`src/hdl/lfgs_div.sv`:
```
// Radix-2 restoring divider, 24-bit dividend by 16-bit divisor, one bit per cycle.
module lfgs_div (
	input  logic        clk,
	input  logic        arst_n,
	input  logic        start,
	input  logic [23:0] dividend,
	input  logic [15:0] divisor,
	output logic        done,
	output logic [23:0] quotient
);
	logic [4:0]  cnt_q;
	logic        busy_q;
	logic [16:0] rem_q;
	logic [23:0] quo_q;
	logic [15:0] dsr_q;
	logic [16:0] trial;
	logic [17:0] diff;

	assign trial = {rem_q[15:0], quo_q[23]};
	assign diff = {1'b0, trial} - {2'b0, dsr_q};

	always_ff @(posedge clk or negedge arst_n) begin
		if (!arst_n) begin
			busy_q <= 1'b0;
			cnt_q <= '0;
			done <= 1'b0;
		end else begin
			done <= 1'b0;
			if (start) begin
				busy_q <= 1'b1;
				cnt_q <= 5'd0;
			end else if (busy_q) begin
				cnt_q <= cnt_q + 5'd1;
				if (cnt_q == 5'd23) begin
					busy_q <= 1'b0;
					done <= 1'b1;
				end
			end
		end
	end

	always_ff @(posedge clk) begin
		if (start) begin
			rem_q <= '0;
			quo_q <= dividend;
			dsr_q <= divisor;
		end else if (busy_q) begin
			if (!diff[17]) begin
				rem_q <= diff[16:0];
				quo_q <= {quo_q[22:0], 1'b1};
			end else begin
				rem_q <= trial;
				quo_q <= {quo_q[22:0], 1'b0};
			end
		end
	end

	assign quotient = quo_q;
endmodule

```
`config.mk`:
```
export PLATFORM = sky130hd
export DESIGN_NAME = lfgs_div
export DESIGN_NICKNAME = d
export VERILOG_FILES = /design/src/hdl/lfgs_div.sv
export SDC_FILE = /design/constraint.sdc
export NUM_CORES = 1
export LEC_CHECK = 0
export ABC_AREA = 0
export ABC_CLOCK_PERIOD_IN_PS = 2200
export BUFFER_PORTS_ARGS = -buffer_cell sky130_fd_sc_hd__buf_4
export CAP_MARGIN = 20
export CORE_AREA = 2 2 92 94
export CTS_BUF_LIST = sky130_fd_sc_hd__clkbuf_4
export DETAILED_ROUTE_END_ITERATION = 6
export DIE_AREA = 0 0 94 96
export GPL_ROUTABILITY_DRIVEN = 1
export HOLD_SLACK_MARGIN = 0.06
export PLACE_DENSITY_LB_ADDON = 0.1
export SYNTH_ARGS = -nofsm -noshare
export SYNTH_HDL_FRONTEND = slang
export SYNTH_SLANG_ARGS = --single-unit
```
`constraint.sdc`:
```
create_clock -name clk -period 2.2 [get_ports clk]
set_clock_uncertainty 0.05 [all_clocks]
set_input_delay 0.66 -clock clk [delete_from_list [all_inputs] [get_ports clk]]
set_output_delay 0.66 -clock clk [all_outputs]
set_load 0.02 [all_outputs]
```
# [Yosys cells after proc, flatten, opt, wreduce, memory -nomap -nowiden]
# Cells that the tools add are included.
[word_totals] reg_bits=63 output_inout_bits=25 word_cells=22
[classes] addsub=2 eq_ne=1 muxes=12 n_reduce_logical=1
[op_table] op="$mux 24" count=2
[op_table] op="$sub 17x16->18" count=1
[op_table] op="$mux 16" count=1
[op_table] op="$mux 5" count=2
[op_table] op="$mux 1" count=7
[op_table] op="$add 5x1->5 const B" count=1
[op_table] op="$eq 5x5->1 const B" count=1
[op_table] op="$reduce_bool 2->1" count=1

# [Longest topological paths before layout]
[depth] depth_word=4 depth_mapped=10

# [Worst setup path after synthesis]
# No wires, ideal clock.
[synth_path] path_kind="flip-flop to flip-flop" startpoint="register quo_q[23] (netlist: quotient[23])" endpoint="register rem_q[12]" t_arrival_ps=2287 t_required_ps=2025 setup_slack_ps=-262 path_stages_with_launch=11 path_cell_list="edfxtp_1 > inv_1 > ha_1 > inv_1 > fa_1 > a21o_1 > a221oi_2 > nor2b_1 > o41a_1 > o2111ai_1 > nand3_1"
[synth_via] elab_chain_len=2
[synth_lines] item="start, declared" line_no="14" rtl="logic [23:0] quo_q;"
[synth_lines] item="start signal, assigned" line_no="45" rtl="quo_q <= dividend;"
[synth_lines] item="start signal, assigned" line_no="50" rtl="quo_q <= {quo_q[22:0], 1'b1};"
[synth_lines] item="start signal, assigned" line_no="53" rtl="quo_q <= {quo_q[22:0], 1'b0};"
[synth_lines] item="$sub 17x16->18" line_no="20" rtl="assign diff = {1'b0, trial} - {2'b0, dsr_q};"
[synth_lines] item="$mux 16" line_no="48" rtl="if (!diff[17]) begin"
[synth_lines] item="end signal, assigned" line_no="49" rtl="rem_q <= diff[16:0];"
[synth_lines] item="end signal, assigned" line_no="52" rtl="rem_q <= trial;"
[synth_lines] item="end, declared" line_no="13" rtl="logic [16:0] rem_q;"
# No other way between the ends.
# A chain may end at the register's enable or synchronous reset.

# [Worst setup path in the final report]
# Same ends and word-level chain as after synthesis.

==> metrics.csv <==
stage,metric,value,unit
cts,CTS H-tree depth,3,
setup_path,Crit path arrival time,2.63,ns
drt,final WL,8.59,mm
grt,initial antenna violation count,0,
setup_path,CP max stage delay,0.40,ns
timing,Slew @ Worst Pin,0.630,ns
worst_hold_path,Hold WC Path Type,input pin to flop,
drt,1st-iter DRT viols,96,
logic_synthesis,top cell type's share of synthesized area,33.8,%
grt,first-pass GRT wire length,13.5,mm
drt,Vias/cell,5.35,
logic_synthesis,Mapped Cells,320,
die,I/O pins,68,
timing,RSZ-0062 raised after global routing,yes,
drt,via count,2840,
setup_path,CP bufs+invs,2,
grt,most used routing layer,met2,
timing,fmax,0.418,GHz
logic_synthesis,syn_nets,381,
cts,Clock Latency Late Sink,0.41,ns
power_and_ir_drop,total power,2.73,mW
timing,Tcrit/Tclk final,109,%
drt,DR DRC count,0,
timing,final hold vios,0,
timing,fin crit period,2.39,ns
logic_synthesis,"FFs w/ async S/R, synth",11.1,%
setup_path,"slowest stage cell, crit path",edfxtp_1,
power_and_ir_drop,VDD IR-drop max,0.358,mV
die,Core Region,8050,um^2
die,initial core utilization,44.1,%
logic_synthesis,number of synthesized flops with an enable pin,40,
run_status,failing checks,negative setup slack,
setup_path,"Req. time, crit path",2.44,ns
logic_synthesis,Synth area leader,edfxtp_1,
setup_path,Reg2Reg Setup Slack,-0.19,ns
place,post-DP HPWL,5.99,mm
final_layout,Non-Filler Instances,531,
grt,met2 Track Usage GR,32.0,%
cts,Worst-path clk slew,0.12,ns
logic_synthesis,Synth warnings,0,
flow_run,MaxCap Viol Count,0,
logic_synthesis,ys flop type,edfxtp_1,
setup_path,CP Max Fanout,4,
power_and_ir_drop,combinational share of power,23.5,%
drt,DRT Pass-1 Iters,5,
setup_path,critical path's top delay family,compound AO/OA/AOI/OAI gates,
run_status,status,"finished, violations left",
die,num rows,33,
logic_synthesis,Synth area leaders,"edfxtp_1, dfxtp_1, mux2_2",
timing,Final Max Slew Viols,0,
timing,Slew headroom,57.9,%
power_and_ir_drop,Reg power frac,51.2,%
cts,TritonCTS clock tree,yes,
die,die width,94,um
timing,"Setup violations, final",5,
setup_path,crit-path cells,inv_1 -> ha_2 -> inv_2 -> fa_2 -> a21o_1 -> a221oi_4 -> nor2b_2 -> o41a_1 -> o2111ai_2 -> nand3_1,
power_and_ir_drop,Power Internal,1.94,mW
drt,DRT antenna net count,0,
timing,PnR worst setup slack,-0.191,ns
place,GPL Wtd Cong,0.826,
cts,CTS Buf Count,9,
grt,vias in the first global route,2773,
place,placed cells,505,
logic_synthesis,"Seq/Total Area, Yosys",47.7,%
logic_synthesis,distinct cell type count after synthesis,54,
grt,total grt overflow,0,
setup_path,WS Path Type,flop to flop,
logic_synthesis,mean post-synth cell area,11.1,um^2
final_layout,layout cells sized above 1,41.8,%
cts,Clock Root Buffer,clkbuf_4,
die,die area,9020,um^2
power_and_ir_drop,Clk pwr share,25.4,%
setup_path,Critical Path Start Type,flop,
drt,routed len/inst,16.2,um
place,port bufs,67,
grt,met1 Resource Use GR,25.7,%
cts,# clock sinks,63,
final_layout,Area growth syn-to-layout,31.8,%
logic_synthesis,"FF+latch count, synth",63,
final_layout,Final #Nets,482,
power_and_ir_drop,P_leak,1.99,nW
grt,GRT Total Usage,19.2,%
setup_path,CP endpoint kind,flop,
logic_synthesis,"Cell Area, Synth",3550,um^2
grt,largest net degree at the start of global routing,25,
power_and_ir_drop,net load switching power,0.788,mW
timing,Setup TNS,-0.688,ns
power_and_ir_drop,switching share of power,28.8,%
grt,met3 usage,2.98,%
cts,worst-case clock buffer depth,2,
power_and_ir_drop,pwr/cell area,584,nW/um^2
final_layout,Ant. Diodes,0,
die,Die H,96,um
## layout make-up
class	instances	area, um^2
clock buffer	12	90.1
tap	105	131
timing repair buffer	108	842
fill	728	3370
inverter	19	71.3
clock inverter	4	22.5
sequential	63	1700
multi-input combinational	220	1830
## synthesized netlist by cell type (all sizes together), types with 2 or more instances
library cell / n
a21oi: 17
o211ai: 3
mux2i: 2
nor3b: 3
mux2: 24
dfxtp: 16
ha: 17
nor3: 3
xor2: 8
dfrtp: 7
o31ai: 2
nand4: 7
buf: 7
nand2b: 4
o2111ai: 2
edfxtp: 40
a41oi: 3
nand3: 11
a211oi: 4
a21o: 8
nor2b: 2
nor2: 23
o41ai: 2
a311oi: 8
xnor2: 7
o21ai: 21
clkbuf: 12
inv: 19
nand2: 20
and2: 3
## per-stage QoR
| stage | area, um^2 | utilization (%) | setup WS (ns) | hold slack [ns] |
|---|---|---|---|---|
| 2_1_floorplan | 3560 | - | -0.202 | 0.314 |
| 3_3_place_gp | 4350 | 54.0 | -0.153 | 0.427 |
| 3_5_place_dp | 4350 | 54.0 | -0.182 | 0.427 |
| 4_1_cts | 4500 | 55.9 | -0.160 | 0.355 |
| 5_1_grt | 4680 | 58.2 | -0.332 | 0.359 |
| 6_report | 4680 | 58.2 | -0.191 | 0.370 |
## kinds of logic (layout without fill, tap and decap cells)
group / after synthesis / in the layout / synth area share, %
compound gates: 79 / 80 / 17.6
xor+xnor: 15 / 15 / 3.70
fa+ha+maj: 18 / 18 / 6.55
buf+inv: 38 / 143 / 5.07
flops: 63 / 63 / 47.7
mux: 26 / 26 / 8.17
simple gates: 81 / 81 / 11.2
## power by group through the flow
| stage | sequential, mW | combinational [mW] | clock [mW] |
|---|---|---|---|
| 6_report | 1.40 | 0.641 | 0.693 |
| 5_1_grt | 1.41 | 0.700 | 0.760 |
| 4_1_cts | 1.40 | 0.603 | 0.717 |
| 3_5_place_dp | 1.42 | 0.590 | 0 |
| 3_3_place_gp | 1.42 | 0.583 | 0 |
| 2_1_floorplan | 1.47 | 0.291 | 0 |
## worst reg2reg max path, delay by kind of cell, from the launching register on
family                   cells  cell delay, ns
AO/OA/AOI/OAI                4            1.04
adder cells (fa/ha/maj)      2            0.51
buffers and inverters        2            0.11
flip-flops                   1            0.40
AND/OR/NAND/NOR              2            0.17
## sequential cells by signal (all words and copies together), names as in the netlist
name and cells:
busy_q 1, cnt_q 5, done 1, dsr_q 16, quotient 24, rem_q 16
## cells in the final DEF (no fill, tap or decap), drive strengths merged, types with 4 or more instances in the layout
| cell type | n |
|---|---|
| nor2 | 23 |
| edfxtp | 40 |
| ha | 17 |
| dfxtp | 16 |
| a21oi | 17 |
| clkbuf | 12 |
| o21ai | 21 |
| nand2b | 4 |
| xor2 | 8 |
| nand2 | 20 |
| dfrtp | 7 |
| nand3 | 11 |
| nand4 | 7 |
| buf | 107 |
| a21o | 8 |
| a211oi | 4 |
| mux2 | 24 |
| a311oi | 8 |
| inv | 20 |
| xnor2 | 7 |
## repair_timing
item / CTS / global route
endpoints found under the hold margin: 7 / 0
buffers inserted: 1 / 7
hold buffers: 1 / 0
pin swaps: 4 / 10
gates cloned: 0 / 1
resized for setup: 2 / 22
endpoints found under the setup margin: 7 / 17
## layer usage
layer | up-vias | wire length, um
met3 | 15 | 257
li1 | 1391 | -
met5 | - | 0
met4 | 0 | 170
met1 | 1382 | 3930
met2 | 52 | 4240
## worst paths after layout
kind,startpoint,end,cells past startpoint
setup / recovery,quotient[23],rem_q[12],10
max in group asynchronous,arst_n,cnt_q[1],2
hold reg to reg,rem_q[4],rem_q[4],2
setup reg to reg,quotient[23],rem_q[12],10
hold / removal,divisor[0],dsr_q[0],1
min in group asynchronous,arst_n,cnt_q[2],2
No activity file was read; power rests on OpenSTA's default activity.
