<file path="src/hdl/lfgs_pkg.sv">
// Shared constants, types and register codes for the follow-gap steering block.
package lfgs_pkg;
	localparam int MAX_RAYS_DEF = 2048;
	localparam int NUM_REGS = 8;
	localparam int CFG_IDX_W = 3;
	localparam int CFG_DATA_W = 24;

	typedef enum logic [CFG_IDX_W-1:0] {
		REG_MAX_RANGE   = 3'd0,
		REG_OBST_THR    = 3'd1,
		REG_BUBBLE_SCL  = 3'd2,
		REG_ANGLE_STEP  = 3'd3,
		REG_MIN_GAP     = 3'd4,
		REG_TOP_SPEED   = 3'd5,
		REG_START_IDX   = 3'd6,
		REG_END_IDX     = 3'd7
	} reg_idx_t;

	localparam logic [14:0] SPEED_MID = 15'd3000;
	localparam logic [14:0] SPEED_LOW = 15'd2000;
	localparam logic [27:0] ANG_STRAIGHT = 28'd80000;
	localparam logic [27:0] ANG_WIDE = 28'd349000;

	typedef struct packed {
		logic [15:0] max_range;
		logic [15:0] obst_thr;
		logic [23:0] bubble_scale;
		logic [15:0] angle_step;
		logic [10:0] min_gap;
		logic [14:0] top_speed;
		logic [10:0] start_idx;
		logic [10:0] end_idx;
	} cfg_t;
endpackage

</file>
<file path="src/hdl/lfgs_if.sv">


interface lfgs_cfg_if;
	logic valid;
	logic ready;
	logic [lfgs_pkg::CFG_IDX_W-1:0] index;
	logic [lfgs_pkg::CFG_DATA_W-1:0] data;
	modport source (output valid, index, data, input ready);
	modport sink (input valid, index, data, output ready);
endinterface

</file>
<file path="src/hdl/lfgs_cfg.sv">
// Configuration register file.
module lfgs_cfg (
	input  logic          clk,
	input  logic          arst_n,
	lfgs_cfg_if.sink      cfg,
	output lfgs_pkg::cfg_t regs
);
	assign cfg.ready = 1'b1;

	always_ff @(posedge clk or negedge arst_n) begin
		if (!arst_n) begin
			regs.max_range <= 16'd10000;
			regs.obst_thr <= 16'd500;
			regs.bubble_scale <= 24'd68760;
			regs.angle_step <= 16'd4363;
			regs.min_gap <= 11'd10;
			regs.top_speed <= 15'd5000;
			regs.start_idx <= 11'd180;
			regs.end_idx <= 11'd900;
		end else if (cfg.valid) begin
			unique case (lfgs_pkg::reg_idx_t'(cfg.index))
				lfgs_pkg::REG_MAX_RANGE:  regs.max_range <= cfg.data[15:0];
				lfgs_pkg::REG_OBST_THR:   regs.obst_thr <= cfg.data[15:0];
				lfgs_pkg::REG_BUBBLE_SCL: regs.bubble_scale <= cfg.data[23:0];
				lfgs_pkg::REG_ANGLE_STEP: regs.angle_step <= cfg.data[15:0];
				lfgs_pkg::REG_MIN_GAP:    regs.min_gap <= cfg.data[10:0];
				lfgs_pkg::REG_TOP_SPEED:  regs.top_speed <= cfg.data[14:0];
				lfgs_pkg::REG_START_IDX:  regs.start_idx <= cfg.data[10:0];
				lfgs_pkg::REG_END_IDX:    regs.end_idx <= cfg.data[10:0];
				default: ;
			endcase
		end
	end
endmodule
</file>
<file path="src/flat_wrapper.sv">
// flat-port wrapper written by rule: the top's interface ports become plain ports
module lfgs_cfg_flat 
  (clk, arst_n, regs, cfg_valid, cfg_index, cfg_data, cfg_ready);
  lfgs_cfg_if cfg_i ();
  input  logic clk;
  input  logic arst_n;
  output lfgs_pkg::cfg_t regs;
  input wire logic [$bits(cfg_i.valid)-1:0] cfg_valid;
  input wire logic [$bits(cfg_i.index)-1:0] cfg_index;
  input wire logic [$bits(cfg_i.data)-1:0] cfg_data;
  output wire logic [$bits(cfg_i.ready)-1:0] cfg_ready;
  assign cfg_i.valid = cfg_valid;
  assign cfg_i.index = cfg_index;
  assign cfg_i.data = cfg_data;
  assign cfg_ready = cfg_i.ready;
  lfgs_cfg u_core (.clk(clk), .arst_n(arst_n), .cfg(cfg_i), .regs(regs));
endmodule
</file>
<file path="config.mk">
export PLATFORM = sky130hd
export DESIGN_NAME = lfgs_cfg_flat
export DESIGN_NICKNAME = d
export VERILOG_FILES = /design/src/hdl/lfgs_pkg.sv /design/src/hdl/lfgs_if.sv /design/src/hdl/lfgs_cfg.sv /design/src/flat_wrapper.sv
export SDC_FILE = /design/constraint.sdc
export NUM_CORES = 1
export LEC_CHECK = 0
export BUFFER_PORTS_ARGS = -buffer_cell sky130_fd_sc_hd__buf_2
export CAP_MARGIN = 5
export CORE_ASPECT_RATIO = 0.8
export CORE_MARGIN = 2
export CORE_UTILIZATION = 45
export DETAILED_ROUTE_END_ITERATION = 8
export HOLD_SLACK_MARGIN = 0.08
export PLACE_DENSITY = 0.8
export SYNTH_ARGS = -nofsm -noshare
export SYNTH_HDL_FRONTEND = slang
export SYNTH_SLANG_ARGS = --single-unit
</file>
<file path="constraint.sdc">
create_clock -name clk -period 0.9 [get_ports clk]
set_clock_uncertainty 0.1 [all_clocks]
set_input_delay 0.045 -clock clk [delete_from_list [all_inputs] [get_ports clk]]
set_output_delay 0.045 -clock clk [all_outputs]
set_load 0.05 [all_outputs]
</file>
## Word level (Yosys, flattened, before mapping)

Index checks and enable logic that the tools add are counted.

- Reduce and logical (&&, ||, !) cells: 9
- Divide/modulo/power cells: 0
- Add/sub/neg operators: 0
- $mul: 0
- Muxes and demuxes: 0
- Bitwise gates (word level): 0
- Order comparisons: 0
- Equality and inequality tests: 7
- Shift operators: 0

Operator list:

| cell | count |
|---|---|
| AND reduction 2 bit | 8 |
| == test 3 bit, second input constant | 4 |
| == test 3 x 2 -> 1 bit, second input constant | 2 |
| == test 3 x 1 -> 1 bit, second input constant | 1 |
| zero test 3 bit | 1 |

- Bits in latches: 0
- Logic and storage cells: 24
- Bits in writable memories: 0
- Memory bits (read-only): 0
- Register bits after elaboration: 120
- Bits of input ports: 30
- Output and inout port bits: 121
- Memories: 0

## Depth between registers and ports, before layout

Gate-level depths: netlist of the first run.

- Depth in word-level cells: 2
- Gate-level depth with buffers: 5

## Worst setup path before layout of the first run

No wires, ideal clock.

- Path kind: input-to-reg
- Start point: input port cfg_index[1]
- End point: register u_core.regs[109] (netlist name)
- Arrival: 1.132 ns
- Cell stages on the path: 4
- Setup time: 0.125 ns
- Setup slack: -0.457 ns
- Cell sequence: buf_6 nor4b_4 buf_8 mux2_4

- Word-level cells in the longest chain between the ends: 2

Ends and longest elaborated chain:

| element | RTL line | source |
|---|---|---|
| start: declaration | flat_wrapper.sv:9 | `input wire logic [$bits(cfg_i.index)-1:0] cfg_index;` |
| zero test 3 bit | lfgs_cfg.sv:21 | `unique case (lfgs_pkg::reg_idx_t'(cfg.index))` |
| AND reduction 2 bit (no line) | -- |  |

Every way passes these cells.
A chain may end at the register's enable or synchronous reset.

## Final worst setup path of the first run

- Start point: register u_core.regs[30] (netlist name)
- End point: output port regs[30] (netlist bit)

RTL lines:

| element | RTL line | source |
|---|---|---|
| end: declaration | flat_wrapper.sv:7 | `output lfgs_pkg::cfg_t regs;` |

No word-level cell between the ends.

==> metrics.md, run 1 <==
| Metric | Value |
|---|---|
| Synth Instances | `between 200 and 300` |
| Setup WS post-layout | `-0.3735 ns` |
| Worst Reg-to-Reg Cells | `2` |
| Bufs on Longest Clock Path | `2` |
| PwrDens | `~3000 nW/um2` |
| Syn nets | `around 300` |
| Antenna-violating nets left | `0` |
| CP required | `between 0.7 and 0.8 ns` |
| Worst-Skew Late Latency | `between 0.4 and 0.5 ns` |
| Num ports | `between 150 and 200` |
| Worst min-delay path category | `in -> async` |
| Slew Limit Fails | `0` |
| Max reg flops | `120` |
| Vias in the first global route | `about 3,800` |
| Synthesized area | `approximately 4700 um2` |
| Final Critical Period | `approximately 1.3 ns` |
| Drt first pass iters | `4` |
| Vias/cell | `about 5.1` |
| Top cell type's share of synthesized area | `0.4446` |
| Congestion Overflow GR | `0` |
| Synth area leader | `dfrtp_1` |
| Rows | `33` |
| Die H | `around 95 um` |
| Kind of critical path | `reg -> out` |
| Cell variety after synth | `15` |
| H-tree depth | `4` |
| Biggest register | `u_core.regs` |
| Nets | `between 500 and 600` |
| Place WS | `-0.4632 ns` |
| Routed wire length | `roughly 16,000 um` |
| Worst path depth | `1` |
| Buffers on Ports | `about 150` |
| Fmax | `between 0.7 and 0.8 GHz` |
| CP top delay family | `flip-flops` |
| Drt first-iter violations | `140` |
| Post-Route Setup TNS | `-38.31 ns` |
| Root Buffer Master | `clkbuf_16` |
| Die footprint | `about 11,000 um2` |
| Dominant synthesized flop cell | `dfrtp_1` |
| Filler cell count | `397` |
| Count leader, synth | `mux2_2` |
| CTS Buf Count | `17` |
| Clk slew on worst S/H paths | `roughly 0.060 ns` |
| CTS tree | `yes` |
| CP Max Fanout | `2` |
| Async S/R FF share, synth | `1.000` |
| Hold Fails Final Rpt | `8` |
| Maxcap violations | `0` |
| Avg WL per Cell | `23.34 um` |
| Outcome | `finished with violations` |
| DRC violations left | `0` |
| Vias | `around 3,500` |
| Global placement routability congestion | `0.7449` |
| RSZ-0062 raised after global routing | `true` |
| Synth Warn # | `0` |
| CP Capture Type | `primary output` |
| Core area | `10,200 um2` |
| Failing checks | `negative hold slack, negative setup slack` |
| Final HPWL DP | `between 7000 and 8000 um` |
| Initial Util | `0.4581` |
| Crit share post-route | `1.415` |
| Critical Path, Cell by Cell | `buf_8` |
| EDFF count, synth | `0` |
| Largest regs | `u_core.regs x120` |
| Startpoint types | `flop` |
| Largest cells by area after synthesis | `dfrtp_1, mux2_2, dfstp_2, mux2_4, buf_6` |
| Total clock sinks | `120` |
| Largest net degree at the start of global routing | `37` |
| Worst path buffer plus inverter count | `1` |
| Hold_ws | `-0.02664 ns` |
| Worst Path Arrival | `about 1.1 ns` |
| Initial antenna violation count | `1` |
| Die Wd | `117.9 um` |
| Share of layout cells above drive strength 1 | `0.8342` |
| Global-route wire length before repair | `22,150 um` |
| Lkg Pwr | `around 4.2 nW` |
| GRT Total Usage | `0.2684` |
| Slowest CP cell | `dfstp_2` |
| Layout area overhead | `89.13%` |
| Max stage delay on crit path | `~0.57 ns` |
| Post-synthesis sequential area ratio | `0.6527` |
| Max VDD drop | `0.002294 V` |
| # setup viols final | `207` |
| Synth Register Bits | `120` |
| Cts hold-fix bufs | `25` |
| Synth cell count leaders | `mux2_2, dfrtp_1, dfstp_2, mux2_4, buf_2` |
| Average cell area after synthesis | `17.63 um2` |
## repair_timing
action,4_1_cts,5_1_grt
pin swaps,1,2
gates cloned,2,4
endpoints found under the hold margin,240,8
buffers inserted,50,29
setup endpoints to repair,144,202
resized for setup,309,57
## per-layer routing
layer / part of all wire / GRT usage / up-vias
li1: - / - / 1491
met1: 0.41 / 0.3320 / 1841
met2: 0.50 / 0.4511 / 164
met3: 0.078 / 0.08732 / 19
met4: 0.015 / 0.09137 / 0
met5: 0 / 0 / -
## placed cells by master (no fill, tap or decap)
cell type,netlist,final
and4bb_4,0,2
buf_12,0,12
buf_2,8,24
buf_4,2,39
buf_6,5,126
buf_8,1,43
bufinv_16,0,4
clkbuf_1,0,5
clkbuf_16,0,22
clkbuf_8,0,2
clkinv_2,0,2
clkinvlp_4,0,2
conb_1,1,1
dfrtp_1,83,59
dfrtp_2,0,24
dfstp_2,37,37
diode_2,0,1
dlygate4sd3_1,0,25
mux2_2,110,19
mux2_4,10,101
nand4_1,1,1
nand4b_1,1,1
nand4b_2,2,1
nand4b_4,0,1
nor4b_4,1,1
nor4bb_4,0,1
## logic make-up (layout without fill, tap and decap cells)
family | after synthesis | after routing | share of synthesized area
multiplexers | 120 | 120 | 0.2973
flip-flops | 120 | 120 | 0.6527
buffers and inverters | 16 | 306 | 0.02705
AND/OR/NAND/NOR | 8 | 8 | 0.02223
other | 1 | 2 | 0.0008027
## power breakdown
group	internal (W)	switching, W
combinational	0.00529	0.00599
sequential	0.00693	0.00119
clock	0.00477	0.00240
total	0.0170	0.00958
## metrics by stage
step	utilization	cell area, um2	hold WS (ns)	power [W]	std cells
6_report	0.8664	8836	-0.02664	0.02658	696
3_5_place_dp	0.5944	6062	-0.1571	0.01544	560
5_1_grt	0.8662	8833	-0.02215	0.02734	695
4_1_cts	0.8216	8379	-0.05130	0.02565	669
3_3_place_gp	0.5944	6062	-0.1598	0.01526	560
2_1_floorplan	-	5045	-0.3506	0.01358	265
## area by class of cell
type / count / area [um2] / area share
multi-input cells: 129 / 1869 / 0.2116
well taps: 140 / 175.2 / 0.01982
clock buffers: 24 / 471.7 / 0.05338
clock inverters: 8 / 145.1 / 0.01643
flip-flops and latches: 120 / 3079 / 0.3485
repair buffers: 274 / 3093 / 0.3500
diodes: 1 / 2.502 / 0.0002832
## path summary, 6_finish.rpt
kind	from	end	slack, ns
worst max register to register	u_core.regs[43]$_DFFE_PN0P_	u_core.regs[43]$_DFFE_PN0P_	-0.13
worst min-delay path	arst_n	u_core.regs[37]$_DFFE_PN0P_	-0.03
worst max-delay path	u_core.regs[30]$_DFFE_PN1P_	regs[30]	-0.37
min in group clk	cfg_index[0]	u_core.regs[33]$_DFFE_PN0P_	0.16
max in group asynchronous	arst_n	u_core.regs[38]$_DFFE_PN1P_	0.15
worst min register to register	u_core.regs[50]$_DFFE_PN0P_	u_core.regs[50]$_DFFE_PN0P_	0.42
Note: power is estimated with default switching activity, not from simulation.
==> inputs of run 2 (changes only) <==
--- a/config.mk
+++ b/config.mk
@@ -13,6 +13,7 @@
 export DETAILED_ROUTE_END_ITERATION = 8
 export HOLD_SLACK_MARGIN = 0.08
 export PLACE_DENSITY = 0.8
+export RECOVER_POWER = 50
 export SYNTH_ARGS = -nofsm -noshare
 export SYNTH_HDL_FRONTEND = slang
 export SYNTH_SLANG_ARGS = --single-unit
==> run 2 against run 1 <==
Compared with the run above:
- critical path depth did not move
- setup slack improved by 0.0022 ns
- the flow finishes with violations (negative setup slack)
- via count rose by 0.14%
- non-clock buffer count did not move
- global-route usage did not move
- sequential power barely moved
- sequential cell count did not move
- register-to-register slack barely moved
- sequential share of layout area barely moved
==> metrics.md, run 2 (synthesis gave the netlist of run 1 again) <==
| Metric | Value |
|---|---|
| Worst slew pin tran | `0.5577 ns` |
| Worst min-delay path category | `in -> async` |
| Kind of critical path | `reg -> out` |
| Final Cell Area | `8833 um2 (about the same)` |
| Critical Path, Cell by Cell | `buf_8` |
| Congestion Overflow GR | `0 (unchanged)` |
| Dpl cells | `560 (unchanged)` |
| CTS tree | `yes` |
| Place WS | `-0.4632 ns (unchanged)` |
| Most frequent cells in the layout | `buf_6, mux2_4, dfrtp_1` |
| Drt first pass iters | `4 (unchanged)` |
| Failing checks | `negative setup slack` |
| Worst-Skew Late Latency | `0.40 ns (about the same)` |
| Startpoint types | `flop` |
| Die footprint | `11,220 um2 (unchanged)` |
| Sw frac | `0.3604 (about the same)` |
| Layout area overhead | `89.07% (about the same)` |
| Nets | `572 (unchanged)` |
| Largest regs | `u_core.regs x120` |
| Vias/cell | `5.057 (+0.14%)` |
| Hold_ws | `0.07262 ns (+0.09927 ns)` |
| Vias in the first global route | `3,775 (unchanged)` |
| Max stage delay on crit path | `0.57 ns (about the same)` |
| Lkg Pwr | `4.213 nW (about the same)` |
| RSZ-0062 raised after global routing | `true` |
| Worst path buffer plus inverter count | `1 (unchanged)` |
| Final Critical Period | `1.271 ns (-0.002202 ns)` |
| Clk pwr share | `0.270 (about the same)` |
| Root Buffer Master | `clkbuf_16` |
| CP required | `0.75 ns (about the same)` |
| Maxcap violations | `0 (unchanged)` |
| Buffers on Ports | `149 (unchanged)` |
| Max reg flops | `120 (unchanged)` |
| Vias | `3,520 (+0.14%)` |
| Slowest CP cell | `dfstp_2` |
| Die Wd | `117.9 um (unchanged)` |
| Worst Path Arrival | `1.13 ns (about the same)` |
| Max transition margin | `0.6282` |
| Logic pwr share | `0.425 (about the same)` |
| Total net switching power | `0.009577 W (about the same)` |
| Routed wire length | `16,240 um (unchanged)` |
| Fin util | `0.8662 (about the same)` |
| Total clock sinks | `120 (unchanged)` |
| Largest net degree at the start of global routing | `37 (unchanged)` |
| H-tree depth | `4 (unchanged)` |
| Drt first-iter violations | `140 (unchanged)` |
| Crit share post-route | `1.413 (-0.002447)` |
| Share of layout cells above drive strength 1 | `0.8342 (unchanged)` |
| Setup WS post-layout | `-0.3713 ns (+0.002202 ns)` |
| PwrDens | `3009 nW/um2 (about the same)` |
| Clk slew on worst S/H paths | `0.06 ns (about the same)` |
| CP top delay family | `flip-flops` |
| Top Usage Layer GRT | `met2` |
| Initial antenna violation count | `1 (unchanged)` |
| Placed cell area | `6062 um2 (unchanged)` |
| CP Capture Type | `primary output` |
| Outcome | `finished with violations` |
| Num ports | `151 (unchanged)` |
| Final HPWL DP | `7729 um (unchanged)` |
| Fin cells | `696 (unchanged)` |
| Biggest register | `u_core.regs` |
| Hold Fails Final Rpt | `0 (-8)` |
| Slew Limit Fails | `0 (unchanged)` |
| Global-route wire length before repair | `22,150 um (unchanged)` |
| M1 GR Usage | `0.3320 (unchanged)` |
| Initial Util | `0.4581 (unchanged)` |
| Rows | `33 (unchanged)` |
| Bufs on Longest Clock Path | `2 (unchanged)` |
| DRC violations left | `0 (unchanged)` |
| Core area | `10,200 um2 (unchanged)` |
| Fmax | `0.7866 GHz (+0.17%)` |
| Avg WL per Cell | `23.34 um (unchanged)` |
| Global placement routability congestion | `0.7449 (unchanged)` |
| Max VDD drop | `0.002294 V (about the same)` |
| CP Max Fanout | `2 (unchanged)` |
| Antenna-violating nets left | `0 (unchanged)` |
| Die H | `95.14 um (unchanged)` |
| # setup viols final | `232 (+12%)` |
| CTS Buf Count | `17 (unchanged)` |
| Cts hold-fix bufs | `25 (unchanged)` |
| M2 GR Usage | `0.4511 (unchanged)` |
| Int Pwr | `0.01700 W (about the same)` |
| Flop pwr share | `0.306 (about the same)` |
| GRT Total Usage | `0.2684 (unchanged)` |
| Routing usage on met3 | `0.08732 (unchanged)` |
| Most common cell after layout, fill and taps aside | `buf_6` |
-- run 2: cell type report --
type	instances	area [um2]
diodes	1	2.502
clock buffers	24	471.7
clock inverters	8	145.1
fillers	398	1365
multi-input cells	129	1869
flip-flops and latches	120	3079
well taps	140	175.2
repair buffers	274	3090
-- run 2: through the flow --
stage / power (W) / setup TNS (ns)
detailed placement: 0.01544 / -44.51
CTS: 0.02565 / -37.36
floorplan: 0.01358 / -30.83
global placement: 0.01526 / -41.30
global route: 0.02734 / -50.01
finish: 0.02658 / -39.15
-- run 2: worst paths after layout --
path / from / to / slack (ns) / cells after the start
worst max-delay path: u_core.regs[30]$_DFFE_PN1P_ / regs[30] / -0.37 / 1
worst min-delay path: arst_n / u_core.regs[37]$_DFFE_PN0P_ / 0.07 / 2
worst max register to register: u_core.regs[43]$_DFFE_PN0P_ / u_core.regs[43]$_DFFE_PN0P_ / -0.13 / 2
worst min register to register: u_core.regs[50]$_DFFE_PN0P_ / u_core.regs[50]$_DFFE_PN0P_ / 0.42 / 1
max in group asynchronous: arst_n / u_core.regs[38]$_DFFE_PN1P_ / -0.07 / 3
min in group clk: cfg_index[0] / u_core.regs[33]$_DFFE_PN0P_ / 0.16 / 4
-- run 2: timing repair --
action / in CTS / in global routing
gates resized for setup: 309 / 57
endpoints found under the hold margin: 240 / 8
pin swaps: 1 / 2
buffers inserted: 50 / 29
setup endpoints to repair: 144 / 202
gates cloned: 2 / 4
-- run 2: power by group through the flow --
stage               combinational (W)  clock [W]  sequential, W
floorplan                     0.00168          0         0.0119
global placement              0.00768          0        0.00758
detailed placement            0.00780          0        0.00764
CTS                            0.0105    0.00718        0.00795
global route                   0.0116    0.00750        0.00824
finish                         0.0113    0.00717        0.00812
-- run 2: metal layers --
layer / share of wire / vias up
met1: 0.41 / 1840
met2: 0.50 / 168
met4: 0.016 / 0
met5: 0 / -
met3: 0.079 / 21
li1: - / 1491
==> inputs of run 3 (changes only) <==
--- a/config.mk
+++ b/config.mk
@@ -17,3 +17,4 @@
 export SYNTH_ARGS = -nofsm -noshare
 export SYNTH_HDL_FRONTEND = slang
 export SYNTH_SLANG_ARGS = --single-unit
+export TNS_END_PERCENT = 30
==> constraint.sdc (replaced) <==
create_clock -name clk -period 1.13 [get_ports clk]
set_clock_uncertainty 0.1 [all_clocks]
set_input_delay 0.0565 -clock clk [delete_from_list [all_inputs] [get_ports clk]]
set_output_delay 0.0565 -clock clk [all_outputs]
set_load 0.05 [all_outputs]
==> run 3 against run 2 <==
Compared with the run above:
- the flow still finishes with violations (negative setup slack)
- via count decreased by 12%
- setup slack improved by 0.23 ns
- critical path depth unchanged
- combinational power decreased by 34%
- clock-buffer cell count decreased by 7
- highest routed layer unchanged
==> metrics.md, run 3 (synthesis gave the netlist of run 1 again) <==
| Metric | Value |
|---|---|
| GRT Total Usage | `0.2380 (-0.03043)` |
| Max VDD drop | `0.001598 V (-30%)` |
| Clk slew on worst S/H paths | `0.06 ns (about the same)` |
| Tot Pwr | `0.01904 W (-28%)` |
| Rows | `33 (unchanged)` |
| Final Critical Period | `1.269 ns` |
| Max reg flops | `120 (unchanged)` |
| Area of the multi-input gates | `1568 um2 (-16%)` |
| CTS Buf Count | `17 (unchanged)` |
| CP Max Fanout | `2 (unchanged)` |
| Max stage delay on crit path | `0.55 ns (-0.02 ns)` |
| # setup viols final | `44 (-81%)` |
| Crit share post-route | `1.123` |
| Core area | `10,200 um2 (unchanged)` |
| Die H | `95.14 um (unchanged)` |
| Avg WL per Cell | `20.46 um (-12%)` |
| Num ports | `151 (unchanged)` |
| Initial antenna violation count | `0 (-1)` |
| Die Wd | `117.9 um (unchanged)` |
| Worst-Skew Late Latency | `0.40 ns (about the same)` |
| Die footprint | `11,220 um2 (unchanged)` |
| Largest regs | `u_core.regs x120` |
| Biggest register | `u_core.regs` |
| Vias | `3,084 (-12%)` |
| Critical Path, Cell by Cell | `buf_8` |
| Fin util | `0.7392 (-0.1270)` |
| CTS tree | `yes` |
| Bufs on Longest Clock Path | `2 (unchanged)` |
| Antenna-violating nets left | `0 (unchanged)` |
| Max transition margin | `0.6387 (+0.01047)` |
| Outcome | `finished with violations` |
| Slowest CP cell | `dfstp_2` |
| Vias in the first global route | `3,407 (-9.7%)` |
| Vias/cell | `4.966 (-1.8%)` |
| Largest net degree at the start of global routing | `39 (+5.4%)` |
| Buffers on Ports | `149 (unchanged)` |
| Most common cell after layout, fill and taps aside | `mux2_2` |
| Total clock sinks | `120 (unchanged)` |
| Cts hold-fix bufs | `25 (unchanged)` |
| Routed wire length | `12,700 um (-22%)` |
| Hold_ws | `0.06931 ns (-0.003306 ns)` |
| Initial Util | `0.4581 (unchanged)` |
| Layout area overhead | `61.36%` |
| CP Capture Type | `primary output` |
| CP required | `0.97 ns (+0.22 ns)` |
| Global-route wire length before repair | `19,710 um (-11%)` |
| Worst min-delay path category | `in -> async` |
| Final HPWL DP | `7687 um (-0.55%)` |
| Filler cell count | `593 (+49%)` |
| CP top delay family | `flip-flops` |
| Worst slew pin tran | `0.5420 ns (-0.01570 ns)` |
| Most frequent cells in the layout | `mux2_2, buf_6, dfrtp_1` |
| PwrDens | `2526 nW/um2 (-16%)` |
| Setup WS post-layout | `-0.1387 ns (+0.2326 ns)` |
| Place WS | `-0.2889 ns (+0.1744 ns)` |
| Root Buffer Master | `clkbuf_16` |
| Kind of critical path | `reg -> out` |
| Congestion Overflow GR | `0 (unchanged)` |
| Register Area | `3049 um2 (-0.98%)` |
| Global placement routability congestion | `0.7535 (+1.2%)` |
| Antenna Cells | `0 (-1)` |
| Post-Route Setup TNS | `-4.648 ns (+34.51 ns)` |
| Drt first pass iters | `4 (unchanged)` |
| Maxcap violations | `0 (unchanged)` |
| RSZ-0062 raised after global routing | `true` |
| Worst Path Arrival | `1.11 ns (-0.02 ns)` |
| Share of layout cells above drive strength 1 | `0.7692 (-0.06500)` |
| H-tree depth | `4 (unchanged)` |
| Nets | `498 (-13%)` |
| Failing checks | `negative setup slack` |
| Lkg Pwr | `3.444 nW (-18%)` |
| DRC violations left | `0 (unchanged)` |
| Startpoint types | `flop` |
| Hold Fails Final Rpt | `0 (unchanged)` |
| Slew Limit Fails | `0 (unchanged)` |
| Fmax | `~0.79 GHz` |
| Worst path buffer plus inverter count | `1 (unchanged)` |
| Drt first-iter violations | `118 (-16%)` |
==> run 3: changes by cell type in the layout (fill, tap and decap cells not counted), sizes merged <==
cell    change
clkinv      +7
clkbuf      -7
buf        -74
diode       -1
inv         +2
bufinv      -2
==> run 3: metal layers <==
layer	global-route usage	vias to the layer above	wire length [um]
met1	0.2886	1597	5382
met5	0	-	0
met4	0.07731	0	183
li1	-	1362	-
met3	0.07955	18	683
met2	0.4070	107	6454
==> run 3: final timing paths <==
kind / from / to / slack [ns] / depth (start not counted)
max: u_core.regs[92]$_DFFE_PN1P_ / regs[92] / -0.14 / 1
min: arst_n / u_core.regs[44]$_DFFE_PN0P_ / 0.07 / 2
max reg2reg: u_core.regs[108]$_DFFE_PN1P_ / u_core.regs[108]$_DFFE_PN1P_ / 0.17 / 2
min reg2reg: u_core.regs[46]$_DFFE_PN0P_ / u_core.regs[46]$_DFFE_PN0P_ / 0.43 / 1
max in group asynchronous: arst_n / u_core.regs[9]$_DFFE_PN1P_ / 0.04 / 3
min in group clk: cfg_index[0] / u_core.regs[23]$_DFFE_PN0P_ / 0.19 / 4
==> run 3: metrics by stage <==
step | std cells | cell area, um2
after global routing | 621 | 7538
after detailed placement | 558 | 5803
after floorplan | 265 | 4753
after CTS | 619 | 7540
final | 621 | 7538
after global placement | 558 | 5803
==> run 3: what timing repair did <==
action | CTS | global route
setup endpoints to repair | 120 | 117
resized for setup | 274 | 3
setup buffers | 4 | 2
endpoints found under the hold margin | 240 | 8
==> run 3: where the power goes <==
group	leakage, nW	switching, W	total, W	internal (W)
Combinational	1.78	0.00445	0.00750	0.00305
Sequential	1.38	0.000821	0.00630	0.00548
Clock	0.283	0.00200	0.00524	0.00325
Total	3.44	0.00726	0.0190	0.0118
==> run 3: area by class of cell <==
type,instances,share of cell area
clock buffers,17,0.05643
clock inverters,15,0.02025
multi-input cells,129,0.2080
flip-flops and latches,120,0.4045
well taps,140,0.02324
repair buffers,200,0.2876
